[config.mk]
export PLATFORM = sky130hd
export DESIGN_NAME = pcrd_sqrt_cell
export DESIGN_NICKNAME = d
export VERILOG_FILES = /design/src/hw/rtl/pcrd_pkg.sv /design/src/hw/rtl/pcrd_sqrt_cell.sv
export SDC_FILE = /design/constraint.sdc
export NUM_CORES = 1
export LEC_CHECK = 0
export BUFFER_PORTS_ARGS = -buffer_cell sky130_fd_sc_hd__buf_2
export CELL_PAD_IN_SITES_DETAIL_PLACEMENT = 1
export CELL_PAD_IN_SITES_GLOBAL_PLACEMENT = 1
export CORE_ASPECT_RATIO = 0.75
export CORE_MARGIN = 2
export CORE_UTILIZATION = 36
export CTS_CLUSTER_DIAMETER = 120
export DETAILED_ROUTE_END_ITERATION = 10
export PLACE_DENSITY = 0.82
export SYNTH_ARGS = -nofsm -noshare
export SYNTH_HDL_FRONTEND = slang
export SYNTH_SLANG_ARGS = --single-unit
[constraint.sdc]
create_clock -name clk -period 10.63 [get_ports clk]
set_input_delay 2.126 -clock clk [delete_from_list [all_inputs] [get_ports clk]]
set_output_delay 2.126 -clock clk [all_outputs]
set_load 0.005 [all_outputs]
[src/hw/rtl/pcrd_pkg.sv]
`timescale 1ns / 1ps
// ----------------------------------------------------------------------------
// pcrd_pkg
// Types, widths and helpers shared by the primary ray generation pipeline.
// ----------------------------------------------------------------------------
package pcrd_pkg;

  localparam int COMP_W  = 16;               // packed vector component width
  localparam int AXIS_W  = 32;               // right / up axis width
  localparam int SCR_W   = 16;               // screen coordinate width
  localparam int SCALE_W = 16;               // Q4.12 scale
  localparam int CFG_W   = 3 * COMP_W;       // config data width
  localparam int CIDX_W  = 8;                // config index width
  localparam int OFS_W   = SCR_W + SCALE_W + 1 - 15;  // screen offset, Q.13
  localparam int PROD_W  = AXIS_W + OFS_W;
  localparam int T_W     = PROD_W - 13 + 2;  // unnormalized direction component
  localparam int MAG_W   = T_W;
  localparam int POS_W   = 6;
  localparam int NORM_MSB = 29;              // largest normalized magnitude in [2^29, 2^30)
  localparam int NMAG_W  = NORM_MSB + 1;
  localparam int SQ_W    = 2 * NMAG_W;
  localparam int SUM_W   = SQ_W + 2;
  localparam int ROOT_W  = SUM_W / 2;
  localparam int REM_W   = ROOT_W + 3;
  localparam int QUO_W   = 15;
  localparam int NUM_W   = NMAG_W + QUO_W;
  localparam int DIR_W   = 16;
  localparam int SQRT_STEPS = ROOT_W;
  localparam int DIV_STEPS  = QUO_W;

  typedef enum logic [CIDX_W-1:0] {
    REG_EYE   = 8'd0,
    REG_FWD   = 8'd1,
    REG_REFUP = 8'd2,
    REG_SCALE = 8'd3
  } cfg_reg_t;

  typedef struct packed {
    logic                         degen;
    logic [2:0]                   neg;
    logic [2:0][NMAG_W-1:0]       mag;
  } norm_tag_t;

  typedef struct packed {
    logic [REM_W-1:0]  rem;
    logic [ROOT_W-1:0] root;
    logic [SUM_W-1:0]  rad;
    norm_tag_t         tag;
  } sqrt_data_t;

  typedef struct packed {
    logic                   degen;
    logic [2:0]             neg;
    logic [NUM_W-1:0]       dvs;
    logic [2:0][NUM_W-1:0]  rem;
    logic [2:0][QUO_W-1:0]  quo;
  } div_data_t;

  function automatic logic [AXIS_W-1:0] sat_axis(input logic signed [63:0] v);
    logic signed [63:0] hi;
    logic signed [63:0] lo;
    hi = (64'sd1 <<< (AXIS_W - 1)) - 64'sd1;
    lo = -hi - 64'sd1;
    if (v > hi) begin
      return hi[AXIS_W-1:0];
    end else if (v < lo) begin
      return lo[AXIS_W-1:0];
    end
    return v[AXIS_W-1:0];
  endfunction

endpackage

[src/hw/rtl/pcrd_sqrt_cell.sv]
`timescale 1ns / 1ps
// ----------------------------------------------------------------------------
// pcrd_sqrt_cell
// One digit step of the square root: takes two radicand bits, yields one root bit.
// ----------------------------------------------------------------------------
module pcrd_sqrt_cell (
  input  logic                 clk,
  input  logic                 rst_n,
  input  logic                 in_valid,
  output logic                 in_ready,
  input  pcrd_pkg::sqrt_data_t in_data,
  output logic                 out_valid,
  input  logic                 out_ready,
  output pcrd_pkg::sqrt_data_t out_data
);
  import pcrd_pkg::*;

  logic        v_r;
  sqrt_data_t  d_r, d_nxt;
  logic [REM_W-1:0] r2, trial;
  logic        ge;

  assign in_ready = !v_r || out_ready;

  always_comb begin
    r2    = {in_data.rem[REM_W-3:0], in_data.rad[SUM_W-1 -: 2]};
    trial = REM_W'({in_data.root, 2'b01});
    ge    = (r2 >= trial);
    d_nxt      = in_data;
    d_nxt.rem  = ge ? r2 - trial : r2;
    d_nxt.root = {in_data.root[ROOT_W-2:0], ge};
    d_nxt.rad  = in_data.rad << 2;
  end

  always_ff @(posedge clk) begin
    if (!rst_n) begin
      v_r <= 1'b0;
    end else if (in_ready) begin
      v_r <= in_valid;
    end
  end

  always_ff @(posedge clk) begin
    if (in_ready) d_r <= d_nxt;
  end

  assign out_valid = v_r;
  assign out_data  = d_r;

endmodule

==> reports/metrics.cfg <==
[cells_and_area]
final-seq-area_sq_mm=0.00660
multi_input_area_sq_mm=0.00261
area_growth_pct=35.0
drive_gt1_frac=0.470
fillers=2791
stdcell_area_sq_mm=0.0128
nets=1330
post_layout_nonfiller_instances=1442

[floorplanning]
die_w_um=192
dieArea_sq_mm=0.0277
coreArea_sq_mm=0.0260
io-pin-count=448
start_util=0.366
chipHeight_um=145
rows=51

[critical_path]
crit_buf_inv=3
critical_path_class=in2reg
max_stage_delay_ps=640
end_kind=flip-flop
start_kind=primary input
cp_cell_sequence=buf_2 -> inv_1 -> ha_1 -> a21o_1 -> a221o_1 -> o21ai_1 -> nand3_1 -> o22ai_2 -> o21a_4 -> inv_6 -> mux2_1
cp_max_fo=22
crit_required_ps=10900
r2r_slack_ps=8600
critPathSlowestCell=o22ai_2
arrival_ps=5290
path_delay_family=compound AO/OA/AOI/OAI gates

[global_route]
grt_max_degree=82
grtUsageTotal=0.235
grt_pass1_wl_um=47600
antenna_found_initial=23
grt_overflow_total=0
grt_pass1_vias=7292

[timing]
fin_setup_tns_ps=0
setup_violations=0
hold_violations=0
rsz0062_at_grt=false
slew_headroom=0.292
timing.fmax_mhz=199
min_period_ps=5020
worstMarginPinSlew_ps=1060
period_share=0.472
final_max_slew_viol_count=0
final.setup_skew_ps=9.15

[synth]
yosys-top-cells-count=edfxtp_1, inv_1, ha_1
synth_warnings=0
synth_area_leaders=edfxtp_1, ha_1, mux2_4
yosys_register_bits=220
synthFlopType=edfxtp_1
yosysTopAreaCellShare=0.692
syn_area_sq_mm=0.00950
yosys.cell_count.top_type=edfxtp_1
ys_seq_area_frac=0.694
async_flop_share=0
synth_edf_count=219
syn_inst=622
synth.distinct_cells=68
avgSynthCellArea_sq_um=15.3
synth.largest_area_cell=edfxtp_1

[placed_design]
hpwl_um=26700
routabilityCongestion=0.835
placed_cell_area_sq_mm=0.0120
port_buffers=443
place_inst=1390

[pwr]
powerDensity_mw_per_mm2=175
ir_worst_vdd_uv=129
p_total_mw=2.25
p_leak_nw=5.81

[route]
post_drt_wl_per_cell_um=23.8
drt-pass1-iter-count=4
routed_wirelength_um=34300
drt-initial-drc-count=426
viasPerCell=5.06
num_vias=7295
ant_nets=0
drc=0

[min_path]
holdCritPathClass=reg2reg

[clock_tree]
tritoncts=yes
clkTransAtPathRegs_ps=60
cts_hold_buffers=0
cts_resized=0
cts_setup_buffers=0
clk_latency_ps=530
htreeDepth=1
cts_sinks=220
clockRootBuffer=clkbuf_16
numCtsBuffers=24
clockBufferDepth=3

[job]
drv_cap=0

[outcome]
status=complete, no violations

flip-flops by register name, summed over array words and instances, names as in the netlist:
signal and count:
out_data 219, out_valid 1
kinds of logic (layout without fill, tap and decap cells):
| group | after synthesis | count (layout) | share of synthesized area |
|---|---|---|---|
| AND/OR/NAND/NOR | 108 | 108 | 0.0599 |
| AO/OA/AOI/OAI | 156 | 156 | 0.120 |
| XOR/XNOR | 18 | 18 | 0.0166 |
| multiplexers | 22 | 22 | 0.0324 |
| buffers and inverters | 64 | 528 | 0.0328 |
| adder cells (fa/ha/maj) | 33 | 33 | 0.0435 |
| other | 1 | 13 | 0.000395 |
| flip-flops | 220 | 220 | 0.694 |
per-layer routing:
metal,vias up,share of wire,GRT usage
met5,-,0.0033,0
met4,16,0.024,0.0534
met3,68,0.10,0.0851
met2,293,0.48,0.388
met1,3603,0.39,0.297
li1,3315,-,-
layout make-up:
cell class,count,share of cell area
Inverter,41,0.0124
Clock buffer,26,0.0474
Tap cell,344,0.0336
Antenna cell,11,0.00215
Sequential cell,220,0.514
Multi-Input combinational cell,339,0.203
Clock inverter,15,0.0124
Timing Repair Buffer,446,0.175
metrics by stage:
| step | util | hold slack (ps) | setup slack, ps |
|---|---|---|---|
| after global routing | 0.493 | 978 | 5420 |
| final | 0.494 | 917 | 5610 |
| after detailed placement | 0.463 | 928 | 5050 |
| after floorplan | - | 2220 | 1080 |
| after global placement | 0.463 | 896 | 5090 |
| after CTS | 0.493 | 926 | 5590 |
final timing paths:
check / startpoint / to / depth (start not counted)
worst min register to register: out_valid$_SDFFE_PN0P_ / out_data[115]$_DFFE_PP_ / 1
worst min-delay path: out_valid$_SDFFE_PN0P_ / out_data[115]$_DFFE_PP_ / 1
worst max-delay path: in_data[169] / out_data[189]$_DFFE_PP_ / 11
worst max register to register: out_valid$_SDFFE_PN0P_ / out_data[97]$_DFFE_PP_ / 2
power breakdown:
| part | internal [mW] | total (mW) | switching, mW |
|---|---|---|---|
| combinational | 0.160 | 0.353 | 0.193 |
| clock | 0.485 | 0.832 | 0.347 |
| sequential | 1.04 | 1.07 | 0.0210 |
cells in the final DEF (no fill, tap or decap), types with 6 or more instances in the layout:
cell,instances
a21o_1,28
a21oi_1,28
and3_1,9
buf_2,443
clkbuf_16,24
diode_2,11
edfxtp_1,219
ha_1,33
inv_1,39
mux2_4,17
nand2_1,24
nand2b_1,7
nand3_1,12
nand4_1,7
nor2_1,19
nor3_1,6
o211ai_1,15
o21a_1,12
o21ai_0,14
o21bai_1,6
o31ai_1,12
xnor2_1,15
Power figures use the tool's default switching activity.
