[src/hw/rtl/pcrd_pkg.sv]
`timescale 1ns / 1ps
// ----------------------------------------------------------------------------
// pcrd_pkg
// Types, widths and helpers shared by the primary ray generation pipeline.
// ----------------------------------------------------------------------------
package pcrd_pkg;

  localparam int COMP_W  = 16;               // packed vector component width
  localparam int AXIS_W  = 32;               // right / up axis width
  localparam int SCR_W   = 16;               // screen coordinate width
  localparam int SCALE_W = 16;               // Q4.12 scale
  localparam int CFG_W   = 3 * COMP_W;       // config data width
  localparam int CIDX_W  = 8;                // config index width
  localparam int OFS_W   = SCR_W + SCALE_W + 1 - 15;  // screen offset, Q.13
  localparam int PROD_W  = AXIS_W + OFS_W;
  localparam int T_W     = PROD_W - 13 + 2;  // unnormalized direction component
  localparam int MAG_W   = T_W;
  localparam int POS_W   = 6;
  localparam int NORM_MSB = 29;              // largest normalized magnitude in [2^29, 2^30)
  localparam int NMAG_W  = NORM_MSB + 1;
  localparam int SQ_W    = 2 * NMAG_W;
  localparam int SUM_W   = SQ_W + 2;
  localparam int ROOT_W  = SUM_W / 2;
  localparam int REM_W   = ROOT_W + 3;
  localparam int QUO_W   = 15;
  localparam int NUM_W   = NMAG_W + QUO_W;
  localparam int DIR_W   = 16;
  localparam int SQRT_STEPS = ROOT_W;
  localparam int DIV_STEPS  = QUO_W;

  typedef enum logic [CIDX_W-1:0] {
    REG_EYE   = 8'd0,
    REG_FWD   = 8'd1,
    REG_REFUP = 8'd2,
    REG_SCALE = 8'd3
  } cfg_reg_t;

  typedef struct packed {
    logic                         degen;
    logic [2:0]                   neg;
    logic [2:0][NMAG_W-1:0]       mag;
  } norm_tag_t;

  typedef struct packed {
    logic [REM_W-1:0]  rem;
    logic [ROOT_W-1:0] root;
    logic [SUM_W-1:0]  rad;
    norm_tag_t         tag;
  } sqrt_data_t;

  typedef struct packed {
    logic                   degen;
    logic [2:0]             neg;
    logic [NUM_W-1:0]       dvs;
    logic [2:0][NUM_W-1:0]  rem;
    logic [2:0][QUO_W-1:0]  quo;
  } div_data_t;

  function automatic logic [AXIS_W-1:0] sat_axis(input logic signed [63:0] v);
    logic signed [63:0] hi;
    logic signed [63:0] lo;
    hi = (64'sd1 <<< (AXIS_W - 1)) - 64'sd1;
    lo = -hi - 64'sd1;
    if (v > hi) begin
      return hi[AXIS_W-1:0];
    end else if (v < lo) begin
      return lo[AXIS_W-1:0];
    end
    return v[AXIS_W-1:0];
  endfunction

endpackage

[src/hw/rtl/pcrd_div_cell.sv]
`timescale 1ns / 1ps
// ----------------------------------------------------------------------------
// pcrd_div_cell
// One restoring quotient bit for each of the three direction lanes.
// ----------------------------------------------------------------------------
module pcrd_div_cell (
  input  logic                clk,
  input  logic                rst_n,
  input  logic                in_valid,
  output logic                in_ready,
  input  pcrd_pkg::div_data_t in_data,
  output logic                out_valid,
  input  logic                out_ready,
  output pcrd_pkg::div_data_t out_data
);
  import pcrd_pkg::*;

  logic       v_r;
  div_data_t  d_r, d_nxt;
  logic [2:0] ge;

  assign in_ready = !v_r || out_ready;

  always_comb begin
    d_nxt = in_data;
    for (int i = 0; i < 3; i++) begin
      ge[i]         = (in_data.rem[i] >= in_data.dvs);
      d_nxt.rem[i]  = ge[i] ? in_data.rem[i] - in_data.dvs : in_data.rem[i];
      d_nxt.quo[i]  = {in_data.quo[i][QUO_W-2:0], ge[i]};
    end
    d_nxt.dvs = in_data.dvs >> 1;
  end

  always_ff @(posedge clk) begin
    if (!rst_n) begin
      v_r <= 1'b0;
    end else if (in_ready) begin
      v_r <= in_valid;
    end
  end

  always_ff @(posedge clk) begin
    if (in_ready) d_r <= d_nxt;
  end

  assign out_valid = v_r;
  assign out_data  = d_r;

endmodule

[config.mk]
export PLATFORM = sky130hd
export DESIGN_NAME = pcrd_div_cell
export DESIGN_NICKNAME = d
export VERILOG_FILES = /design/src/hw/rtl/pcrd_pkg.sv /design/src/hw/rtl/pcrd_div_cell.sv
export SDC_FILE = /design/constraint.sdc
export NUM_CORES = 1
export LEC_CHECK = 0
export BUFFER_PORTS_ARGS = -buffer_cell sky130_fd_sc_hd__buf_2
export CORE_AREA = 2 2 181 183
export CTS_CLUSTER_SIZE = 10
export DETAILED_ROUTE_END_ITERATION = 8
export DIE_AREA = 0 0 183 185
export PLACE_DENSITY = 0.78
export SLEW_MARGIN = 0
export SYNTH_ARGS = -nofsm -noshare
export SYNTH_HDL_FRONTEND = slang
export SYNTH_SLANG_ARGS = --single-unit
[constraint.sdc]
create_clock -name clk -period 9.65 [get_ports clk]
set_clock_uncertainty 0.05 [all_clocks]
set_input_delay 0.965 -clock clk [delete_from_list [all_inputs] [get_ports clk]]
set_output_delay 0.965 -clock clk [all_outputs]
set_load 0.01 [all_outputs]
==> qor.yml <==
htreeDepth: 1
synth_xor_area_share_pct: 6.70
rrSetupSlack_ns: 6.88
drive_above_1_share_pct: 29.6
numPortBuffers: 459
numCtsBuffers: 29
ys_warn_count: 0
clockPowerShare_pct: 30.9
yosysMostFrequentCell: "edfxtp_1"
criticalPathCategory: "primary input to flip-flop"
postCtsResizedCells: 0
grt_pass1_vias: 13402
async_flop_share_pct: 0
die_h_um: 185
grt.overflow.total: 0
r2r_end: "out_data[23]"
grt_pass1_wl_um: 72800
hpwl_um: 40100
slew_headroom_pct: 31.3
crit_start: "in_data[183]"
drc: 0
final.period_utilization_pct: 47.9
cts_tree: "yes"
reg2regPathDepth: 3
reg2reg_from: "out_valid"
ys_types: 82
start_util_pct: 50.2
ys_seq_area_share_pct: 42.7
rows: 66
slew_viol_final: 0
cts_sinks: 229
syn_nets: 1931
track_usage_pct: 27.9
hold_viol_final: 0
area_delta_synth_final_pct: 21.7
status: "finished, final reports clean"
ys_ff_latch: 229
path_clk_slew_ns: 0.06
wirelength_um: 49700
place_congestion: 0.933
min_period_ns: 4.62
maxCapViolations: 0
power_per_cell_area_nw_per_um2: 171
rsz0062_at_grt: "no"
drtIter0Drc: 759
first_pass_iters: 5
dp_cells: 2377
startpoint_type: "primary input"
cts_setup_buffers: 0
internal-power_mw: 2.32
core_area_um2: 32000
swShare_pct: 30.7
synth_fa_ha_area_share_pct: 10.9
crit_path_end: "out_data[131]"
synth-simple-area-share_pct: 11.2
postSynthAreaPerCell_um2: 10.3
setup_viol: 0
tightest_slew_ns: 1.03
synth-edff-count: 228
synth_flop_cell: "edfxtp_1"
antenna_found_initial: 7
synth_mux_area_share_pct: 5.02
die_w_um: 183
die-area_um2: 33900
yosys.area.top_type: "edfxtp_1"
fin_cells: 2423
fmax_mhz: 216
cp.required_ns: 9.89
ir_drop_v: 0.000126
cts_hold_buf: 0
nets: 2371
path_max_fanout: 63
cp.arrival_ns: 4.86
power.leakage_nw: 8.99
wl_per_cell_um: 20.5
combPwrFrac_pct: 30.3
seq_power_share_pct: 38.8
insertion_delay_ns: 0.54
antenna_left: 0
synth_common_cells: "228 x edfxtp_1, 164 x a21oi_1, 135 x ha_1"
hp-class: "primary input to flip-flop"
synth_compound_area_share_pct: 19.9
synth_top_area_share_pct: 42.6
finalSetupTns_ns: 0
ios: 464
syn_area_um2: 16100
p_sw_mw: 1.03
yosys-top-cells-area: "edfxtp_1 43%, ha_1 11%, a21oi_1 5.1%, xnor2_1 3.9%, a21o_1 3.8%"
postSynthCellCount: 1560
dr_total_vias: 13812
synth_top_family_by_area: "compound AO/OA/AOI/OAI gates"
viasPerCell: 5.70
end_kind: "flip-flop"
ctsLongestPathBuffers: 3
final_util_pct: 61.1
grt_max_degree: 89
cts_root_buffer: "clkbuf_16"
[cell usage in the layout, fill, tap and decap left out, types with 16 or more instances in the layout]
master     Yosys  routed
nand3_1       31      31
a21oi_1      164     164
nor2_1        80      80
mux2_2        17      17
clkbuf_16      0      29
buf_2          8     459
nor2b_1       22      22
and3_1        17      17
o21bai_1      20      20
xor2_1        52      52
o21ai_1       47      46
ha_1         135     135
mux2_4        34      34
a21o_1        81      81
a31oi_1       16      16
inv_1         81      81
xnor2_1       71      71
o21ai_0       66      66
nand2b_1      20      19
nand4_1       26      26
nor3_1        17      17
nand2_1      129     129
edfxtp_1     228     228
[final cells by class]
class,count,area (um^2)
fill,2713,12500
multi-input combinational,1194,8660
sequential,229,6870
timing repair buffer,465,2340
clock buffer,30,729
tap,408,510
inverter,81,304
clock inverter,9,144
antenna,7,17.5
[registers in the layout, summed over array words and instances (netlist names)]
name	flops
out_valid	1
out_data	228
[power by group through the flow]
stage	logic, mW	registers (mW)	clock network (mW)
finish	1.02	1.30	1.04
global route	1.10	1.31	1.09
CTS	1.01	1.30	1.06
detailed placement	1.01	1.32	0
global placement	0.989	1.32	0
floorplan	0.588	1.40	0
[per-stage QoR]
step | power [mW] | setup slack, ns | hold WS (ns) | instance area, um^2
after floorplan | 1.98 | 2.13 | 1.01 | 16100
after global placement | 2.31 | 4.54 | 0.689 | 18700
after detailed placement | 2.33 | 4.52 | 0.704 | 18700
after CTS | 3.37 | 5.07 | 0.524 | 19600
after global routing | 3.51 | 4.79 | 0.522 | 19600
final | 3.35 | 5.03 | 0.543 | 19600
[layer usage]
| layer | part of all wire [%] | global-route usage, % |
|---|---|---|
| met2 | 50 | 50.5 |
| met1 | 40 | 33.6 |
| met4 | 3.1 | 9.50 |
| met3 | 6.6 | 4.76 |
| met5 | 0.038 | 0 |
[worst min-delay path by stage]
stage	from	slack [ns]	end	cells past startpoint
3_3_place_gp	out_valid	0.69	out_valid	2
2_1_floorplan	in_data[9]	1.01	out_data[10]	0
6_report	in_data[0]	0.54	out_data[1]	1
4_1_cts	in_data[10]	0.52	out_data[11]	1
3_5_place_dp	out_valid	0.70	out_data[186]	1
5_1_grt	in_data[10]	0.52	out_data[11]	1
[critical path, stage by stage]
cell      delay (ns)
buf_2           0.08
inv_1           0.08
ha_1            0.38
nand3_1         0.19
o21ai_0         0.46
a21bo_2         0.32
a211oi_2        0.11
o31ai_1         0.28
a21o_1          0.21
a31oi_2         0.19
o21ai_4         0.49
buf_4           0.62
mux2_2          0.41
[cell families after synthesis]
| logic type | Yosys count |
|---|---|
| muxes | 61 |
| other | 1 |
| adders and majority gates | 138 |
| DFF | 229 |
| AOI/OAI and AO/OA | 493 |
| and+or+nand+nor | 378 |
| xor gates and xnor gates | 123 |
| buffers and inverters | 137 |
Power figures use the tool's default switching activity.
